`src/design/scft_pkg.sv`:
```
// ----------------------------------------------------------------------------
// scft_pkg
// Shared widths, limits and the divider status type for the square-root
// continued fraction run-of-ones test.
// ----------------------------------------------------------------------------
package scft_pkg;

  localparam int CAND_W   = 31;
  localparam int CFG_W    = 8;
  localparam int PERIOD_W = 20;
  localparam int RUN_W    = 8;

  localparam logic [PERIOD_W-1:0] PERIOD_MAX = {PERIOD_W{1'b1}};
  localparam logic [RUN_W-1:0]    RUN_MAX    = {RUN_W{1'b1}};
  localparam logic [CFG_W-1:0]    CFG_RESET  = CFG_W'(1);

  // divider status seen by the sequencer
  typedef struct packed {
    logic busy;
    logic done;
  } div_sts_t;

endpackage

```
`src/design/scft_div.sv`:
```
// ----------------------------------------------------------------------------
// scft_div
// Restoring shift-subtract divider, one quotient bit per cycle. Shared by
// both divisions of every continued-fraction step.
// ----------------------------------------------------------------------------
module scft_div
  import scft_pkg::*;
#(
  parameter int NW = 31,
  parameter int DW = 17
) (
  input  logic          clk,
  input  logic          rst_n,
  input  logic          start,
  input  logic [NW-1:0] num,
  input  logic [DW-1:0] den,
  output logic [NW-1:0] quo,
  output div_sts_t      sts
);

  localparam int CW = $clog2(NW + 1);

  logic          busy_r, busy_nxt;
  logic          done_r, done_nxt;
  logic [CW-1:0] cnt_r, cnt_nxt;
  logic [DW-1:0] rem_r, rem_nxt;
  logic [NW-1:0] quo_r, quo_nxt;
  logic [DW-1:0] den_r, den_nxt;

  logic [DW:0]   shifted;
  logic [DW:0]   diff;
  logic          fits;

  assign shifted = {rem_r, quo_r[NW-1]};
  assign diff    = shifted - {1'b0, den_r};
  assign fits    = (shifted >= {1'b0, den_r});

  always_comb begin
    busy_nxt = busy_r;
    done_nxt = 1'b0;
    cnt_nxt  = cnt_r;
    rem_nxt  = rem_r;
    quo_nxt  = quo_r;
    den_nxt  = den_r;
    if (start) begin
      busy_nxt = 1'b1;
      cnt_nxt  = CW'(NW);
      rem_nxt  = '0;
      quo_nxt  = num;
      den_nxt  = den;
    end else if (busy_r) begin
      rem_nxt = fits ? diff[DW-1:0] : shifted[DW-1:0];
      quo_nxt = {quo_r[NW-2:0], fits};
      cnt_nxt = cnt_r - CW'(1);
      if (cnt_r == CW'(1)) begin
        busy_nxt = 1'b0;
        done_nxt = 1'b1;
      end
    end
  end

  always_ff @(posedge clk) begin
    if (!rst_n) begin
      busy_r <= 1'b0;
      done_r <= 1'b0;
      cnt_r  <= '0;
    end else begin
      busy_r <= busy_nxt;
      done_r <= done_nxt;
      cnt_r  <= cnt_nxt;
    end
  end

  always_ff @(posedge clk) begin
    rem_r <= rem_nxt;
    quo_r <= quo_nxt;
    den_r <= den_nxt;
  end

  assign quo      = quo_r;
  assign sts.busy = busy_r;
  assign sts.done = done_r;

endmodule

```
`src/design/sqrt_cfrac_ones_run_test_unit.sv`:
```
// ----------------------------------------------------------------------------
// sqrt_cfrac_ones_run_test_unit
// Integer square root, then the periodic continued-fraction expansion of
// sqrt(k), tracking the longest run of partial quotients equal to one.
// ----------------------------------------------------------------------------
// One candidate is worked at a time. The integer root (KW = KEY_WIDTH, at
// most 31) is done by a shift-subtract loop. Each partial quotient of the
// period then passes through the multiplier states S_MULA and S_MULB and
// makes two passes through the shared bit-serial divider. A perfect square
// finishes after the root. The next candidate is taken once the result is
// in the output register, which holds it until it is transferred.
module sqrt_cfrac_ones_run_test_unit
  import scft_pkg::*;
#(
  parameter int KEY_WIDTH = 31
) (
  input  logic                clk,
  input  logic                rst_n,
  input  logic                in_valid,
  output logic                in_stall,
  input  logic [CAND_W-1:0]   in_candidate,
  output logic                out_valid,
  input  logic                out_stall,
  output logic                out_hit,
  output logic                out_is_square,
  output logic [PERIOD_W-1:0] out_period_length,
  output logic [RUN_W-1:0]    out_longest_run,
  input  logic                cfg_wr_en,
  input  logic [CFG_W-1:0]    cfg_wr_data
);

  localparam int KW = (KEY_WIDTH < CAND_W) ? KEY_WIDTH : CAND_W;
  localparam int HW = (KW + 1) / 2;
  localparam int DW = HW + 1;
  localparam logic [KW-1:0] BIT_TOP = KW'(1) << (2 * (HW - 1));

  localparam logic [3:0] S_IDLE    = 4'd0;
  localparam logic [3:0] S_ROOT    = 4'd1;
  localparam logic [3:0] S_MULA    = 4'd2;
  localparam logic [3:0] S_MULB    = 4'd3;
  localparam logic [3:0] S_DZ_GO   = 4'd4;
  localparam logic [3:0] S_DZ_WAIT = 4'd5;
  localparam logic [3:0] S_DR_GO   = 4'd6;
  localparam logic [3:0] S_DR_WAIT = 4'd7;
  localparam logic [3:0] S_FIN     = 4'd8;

  logic [3:0]          state_r, state_nxt;
  logic [CFG_W-1:0]    cfg_r;

  logic [KW-1:0]       k_r, k_nxt;
  logic [KW-1:0]       rem_r, rem_nxt;
  logic [KW-1:0]       root_r, root_nxt;
  logic [KW-1:0]       bit_r, bit_nxt;
  logic [HW-1:0]       x_r, x_nxt;
  logic [HW-1:0]       y_r, y_nxt;
  logic [DW-1:0]       z_r, z_nxt;
  logic [DW-1:0]       r_r, r_nxt;
  logic [KW-1:0]       num_r, num_nxt;
  logic                sq_r, sq_nxt;
  logic [PERIOD_W-1:0] period_r, period_nxt;
  logic [RUN_W-1:0]    run_r, run_nxt;
  logic [RUN_W-1:0]    best_r, best_nxt;

  logic                out_valid_r;
  logic                out_hit_r;
  logic                out_sq_r;
  logic [PERIOD_W-1:0] out_period_r;
  logic [RUN_W-1:0]    out_run_r;

  logic [DW-1:0]       mul_a, mul_b;
  logic [2*DW-1:0]     prod;
  logic [DW-1:0]       ydiff;
  logic [KW:0]         tsum;
  logic [DW-1:0]       xy_sum;
  logic [RUN_W-1:0]    run_inc;
  logic [DW-1:0]       quo_lo;

  logic                div_start;
  logic [KW-1:0]       div_num;
  logic [KW-1:0]       div_quo;
  div_sts_t            div_sts;

  logic                in_xfer, out_xfer, out_load;

  assign in_xfer  = in_valid && !in_stall;
  assign out_xfer = out_valid_r && !out_stall;
  assign out_load = (state_r == S_FIN) && (!out_valid_r || !out_stall);
  assign in_stall = (state_r != S_IDLE);

  // one multiplier, shared by r*z and y*y
  assign mul_a  = (state_r == S_MULA) ? r_r : {1'b0, y_r};
  assign mul_b  = (state_r == S_MULA) ? z_r : {1'b0, y_r};
  assign prod   = mul_a * mul_b;
  assign ydiff  = prod[DW-1:0] - {1'b0, y_r};
  assign tsum   = {1'b0, root_r} + {1'b0, bit_r};
  assign xy_sum = {1'b0, x_r} + {1'b0, y_r};
  assign quo_lo = div_quo[DW-1:0];
  assign run_inc = (run_r == RUN_MAX) ? run_r : run_r + RUN_W'(1);

  assign div_start = (state_r == S_DZ_GO) || (state_r == S_DR_GO);
  assign div_num   = (state_r == S_DR_GO) ? {{(KW - DW){1'b0}}, xy_sum} : num_r;

  scft_div #(
    .NW (KW),
    .DW (DW)
  ) u_div (
    .clk   (clk),
    .rst_n (rst_n),
    .start (div_start),
    .num   (div_num),
    .den   (z_r),
    .quo   (div_quo),
    .sts   (div_sts)
  );

  always_comb begin
    state_nxt  = state_r;
    k_nxt      = k_r;
    rem_nxt    = rem_r;
    root_nxt   = root_r;
    bit_nxt    = bit_r;
    x_nxt      = x_r;
    y_nxt      = y_r;
    z_nxt      = z_r;
    r_nxt      = r_r;
    num_nxt    = num_r;
    sq_nxt     = sq_r;
    period_nxt = period_r;
    run_nxt    = run_r;
    best_nxt   = best_r;
    unique case (state_r)
      S_IDLE: begin
        if (in_xfer) begin
          k_nxt      = in_candidate[KW-1:0];
          rem_nxt    = in_candidate[KW-1:0];
          root_nxt   = '0;
          bit_nxt    = BIT_TOP;
          sq_nxt     = 1'b0;
          period_nxt = '0;
          run_nxt    = '0;
          best_nxt   = '0;
          state_nxt  = S_ROOT;
        end
      end
      S_ROOT: begin
        if (bit_r == '0) begin
          x_nxt = root_r[HW-1:0];
          y_nxt = root_r[HW-1:0];
          z_nxt = DW'(1);
          r_nxt = {root_r[HW-1:0], 1'b0};
          if (rem_r == '0) begin
            sq_nxt    = 1'b1;
            state_nxt = S_FIN;
          end else begin
            state_nxt = S_MULA;
          end
        end else begin
          if ({1'b0, rem_r} >= tsum) begin
            rem_nxt  = rem_r - tsum[KW-1:0];
            root_nxt = (root_r >> 1) + bit_r;
          end else begin
            root_nxt = root_r >> 1;
          end
          bit_nxt = bit_r >> 2;
        end
      end
      S_MULA: begin
        y_nxt     = ydiff[HW-1:0];
        state_nxt = S_MULB;
      end
      S_MULB: begin
        num_nxt   = k_r - prod[KW-1:0];
        state_nxt = S_DZ_GO;
      end
      S_DZ_GO: begin
        state_nxt = S_DZ_WAIT;
      end
      S_DZ_WAIT: begin
        if (div_sts.done) begin
          z_nxt     = quo_lo;
          // a zero denominator ends the expansion at once
          state_nxt = (quo_lo == '0) ? S_FIN : S_DR_GO;
        end
      end
      S_DR_GO: begin
        state_nxt = S_DR_WAIT;
      end
      S_DR_WAIT: begin
        if (div_sts.done) begin
          r_nxt = quo_lo;
          if (period_r != PERIOD_MAX) begin
            period_nxt = period_r + PERIOD_W'(1);
          end
          if (quo_lo == DW'(1)) begin
            run_nxt = run_inc;
            if (run_inc > best_r) begin
              best_nxt = run_inc;
            end
          end else begin
            run_nxt = '0;
          end
          state_nxt = (z_r == DW'(1)) ? S_FIN : S_MULA;
        end
      end
      S_FIN: begin
        if (out_load) begin
          state_nxt = S_IDLE;
        end
      end
      default: begin
        state_nxt = S_IDLE;
      end
    endcase
  end

  always_ff @(posedge clk) begin
    if (!rst_n) begin
      state_r     <= S_IDLE;
      cfg_r       <= CFG_RESET;
      out_valid_r <= 1'b0;
    end else begin
      state_r <= state_nxt;
      if (cfg_wr_en) begin
        cfg_r <= cfg_wr_data;
      end
      if (out_load) begin
        out_valid_r <= 1'b1;
      end else if (out_xfer) begin
        out_valid_r <= 1'b0;
      end
    end
  end

  always_ff @(posedge clk) begin
    k_r      <= k_nxt;
    rem_r    <= rem_nxt;
    root_r   <= root_nxt;
    bit_r    <= bit_nxt;
    x_r      <= x_nxt;
    y_r      <= y_nxt;
    z_r      <= z_nxt;
    r_r      <= r_nxt;
    num_r    <= num_nxt;
    sq_r     <= sq_nxt;
    period_r <= period_nxt;
    run_r    <= run_nxt;
    best_r   <= best_nxt;
    if (out_load) begin
      out_hit_r    <= !sq_r && (best_r >= cfg_r);
      out_sq_r     <= sq_r;
      out_period_r <= period_r;
      out_run_r    <= best_r;
    end
  end

  assign out_valid         = out_valid_r;
  assign out_hit           = out_hit_r;
  assign out_is_square     = out_sq_r;
  assign out_period_length = out_period_r;
  assign out_longest_run   = out_run_r;

endmodule

```
`config.mk`:
```
export PLATFORM = sky130hd
export DESIGN_NAME = sqrt_cfrac_ones_run_test_unit
export DESIGN_NICKNAME = d
export VERILOG_FILES = /design/src/design/scft_pkg.sv /design/src/design/scft_div.sv /design/src/design/sqrt_cfrac_ones_run_test_unit.sv
export SDC_FILE = /design/constraint.sdc
export NUM_CORES = 1
export LEC_CHECK = 0
export BUFFER_PORTS_ARGS = -buffer_cell sky130_fd_sc_hd__buf_4
export CAP_MARGIN = 30
export CORE_ASPECT_RATIO = 2
export CORE_MARGIN = 3
export CORE_UTILIZATION = 50
export DETAILED_ROUTE_END_ITERATION = 12
export PLACE_DENSITY = 0.66
export SYNTH_ARGS = -nofsm -noshare
export SYNTH_HDL_FRONTEND = slang
export SYNTH_SLANG_ARGS = --single-unit
```
`constraint.sdc`:
```
create_clock -name clk -period 12.5 [get_ports clk]
set_input_delay 1.25 -clock clk [delete_from_list [all_inputs] [get_ports clk]]
set_output_delay 1.25 -clock clk [all_outputs]
set_load 0.03 [all_outputs]
```
==> flow_summary.yaml <==
synthesis:
  synth-simple-area-share_pct: 15.2
  ys.flop_type: "edfxtp_1"
  synthMuxAreaShare_pct: 0.956
  synth_fa_ha_area_share_pct: 25.1
  synth-compound-area-share_pct: 13.2
  syn-instance-count: 3251
  yosysTopAreaCell: "edfxtp_1"
  synthXorXnorAreaFrac_pct: 5.31
  synth_commonest_cells: "nand2_1 (453), inv_1 (415), edfxtp_1 (321)"
  synth_most_common_cell: "nand2_1"
  synth_edf_count: 321
  synth-async-reset-ratio_pct: 0
  syn_area_mm2: 0.0308
  avgSynthCellArea_um2: 9.46
  synth_top_family_by_area: "adder cells"
  ys_types: 74
  synth_seq_area_share_pct: 33.7
  ys_warn_count: 0
  synth.net_count: 3775
  ys_ff_latch: 358
  yosysTopAreaCellShare_pct: 31.3
  synth_area_leaders: "edfxtp_1 (31%), fa_1 (15%), ha_1 (10%)"
die:
  io_pins: 76
  initial_core_util_pct: 50.6
  die_w_um: 181
  core_area_mm2: 0.0609
  fp.dieH_um: 357
  die_area_mm2: 0.0647
  num_rows: 128
setup_path:
  cp-start-kind: "flip-flop"
  r2r_end: "num_r[30]"
  reg2reg_from: "state_r[1]"
  crit_top_cell: "fa_1"
  crit_path_end_kind: "flip-flop"
  critPathSlowestCell: "o31ai_1"
  ff2ff_path_depth: 34
  required_ns: 12.79
  crit_arrival_ns: 11.32
  cpPeakStageDelay_ns: 0.84
  critical_path_class: "reg -> reg"
  rrSetupSlack_ns: 1.47
  endpoint: "num_r[30]"
  critPathLaunch: "state_r[1]"
  worstPathMaxFanout: 72
drt:
  viasPerCell: 5.96
  vias: 24500
  wl_per_cell_um: 25.4
  ant_nets: 0
  drtIter0Drc: 1574
  drt_first_pass_iters: 5
  drc: 0
  finalWirelength_mm: 104
clock_network:
  cts_buffer_depth: 3
  cts_inserted_buffers: 35
  cts_tree: "done"
  clockRootBuffer: "clkbuf_16"
  cts.sinks: 358
  cts_max_level: 2
  clk_pin_slew_ns: 0.07
  cts_resized: 0
  postCtsHoldBufs: 0
  clock_latency_ns: 0.55
  cts_setup_buffers: 0
placed_design:
  hpwl_mm: 84.9
  place_ws_ns: 1.49
  port_buffers: 75
  gp_congestion: 1.09
cells_and_area:
  area_growth_pct: 9.08
  ff_latch_area_mm2: 0.0104
  final_core_util_pct: 55.1
  drive_gt1_share_pct: 6.49
  final_nets: 3827
  fill_cells: 5588
  multi_input_area_mm2: 0.0185
grt:
  grt_pass1_vias: 25800
  gr-total-overflow: 0
  grt_pass1_wl_mm: 154
  antenna_found_initial: 2
  grt_start_max_net_pins: 79
  grt_usage_pct: 31.7
sta:
  fin_skew_ns: 0.0167
  fin_ws_ns: 1.47
  tns_ns: 0
  setup_viol: 0
  worst_slew_pin_slew_ns: 0.997
  post-route-period-util_pct: 88.3
  slew_headroom_pct: 33.3
  finalMaxSlewViolations: 0
  period_needed_ns: 11.03
  rsz0062_at_grt: "no"
  fmax_ghz: 0.0906
  finalHoldViolCount: 0
outcome:
  status: "finished, final reports clean"
min_path:
  hold_class: "reg -> reg"
  min_from: "u_div.rem_r[16]"
job:
  drv_cap: 0
## metal layers
layer | up-vias | GRT usage [%] | wire length, µm
li1 | 11200 | - | -
met1 | 12000 | 29.7 | 32000
met2 | 872 | 59.6 | 55800
met3 | 365 | 3.28 | 4490
met4 | 2 | 28.6 | 12000
met5 | - | 0 | 10
## state kept, by name, indices dropped and copies added, names as in the netlist, 4 cells and up
signal	flops
best_r	8
bit_r	16
cfg_r	8
k_r	31
num_r	31
out_longest_run	8
out_period_length	20
period_r	20
r_r	17
rem_r	31
root_r	31
run_r	8
state_r	4
u_div.cnt_r	5
u_div.den_r	17
u_div.quo	31
u_div.rem_r	17
x_r	16
y_r	16
z_r	17
## worst max-delay path: cells and delay by family, from the launching register on
| kind | cells | cell delay (ns) |
|---|---|---|
| buffers and inverters | 6 | 1.05 |
| xor gates and xnor gates | 3 | 0.47 |
| DFF | 1 | 0.83 |
| and+or+nand+nor | 5 | 0.70 |
| AOI/OAI and AO/OA | 12 | 3.80 |
| adders and majority gates | 8 | 3.87 |
## cells in the final DEF, fill, tap and decap left out, types with 37 or more instances in the layout
cell type  netlist  routed
a21o_1          65      65
a21oi_1        194     192
a31oi_1         39      39
and3_1          55      55
buf_4            0     115
dfxtp_1         37      37
edfxtp_1       321     321
fa_1           227     227
ha_1           253     253
inv_1          415     414
nand2_1        453     453
nand3_1         50      49
nor2_1         243     242
o21ai_0        145     143
xnor2_1        100     100
xor2_1          84      84
## worst min path at each step
stage	endpoint	cells after the start	slack, ns
2_1_floorplan	u_div.rem_r[16]	2	0.43
4_1_cts	u_div.rem_r[16]	2	0.47
3_3_place_gp	u_div.rem_r[16]	2	0.45
5_1_grt	u_div.rem_r[16]	2	0.49
3_5_place_dp	u_div.rem_r[16]	2	0.46
6_report	u_div.rem_r[16]	2	0.47
## logic make-up (layout without fill, tap and decap cells)
family,count (synthesis),count (layout)
XOR/XNOR,185,185
adder cells (fa/ha/maj),480,480
other,0,1
AND/OR/NAND/NOR,1035,1035
flip-flops,358,358
multiplexers,29,29
AO/OA/AOI/OAI,644,644
buffers and inverters,520,598
## cell type report
cell class,instances,share of cell area (%)
antenna,1,0.00746
multi-input combinational,2373,55.1
tap,780,2.91
inverter,415,4.64
sequential,358,30.9
clock buffer,43,2.82
clock inverter,20,0.708
timing repair buffer,120,2.87
## metrics by stage
stage,cell area [µm²],hold WS (ns),std cells
after floorplan,30800,0.425,3251
after global placement,32300,0.448,4039
after detailed placement,32400,0.456,4046
after CTS,33600,0.469,4109
after global routing,33600,0.487,4109
final,33600,0.467,4110
Power is not shown: default switching activity piles up to over one toggle a cycle in this logic, so the estimate is an artifact.
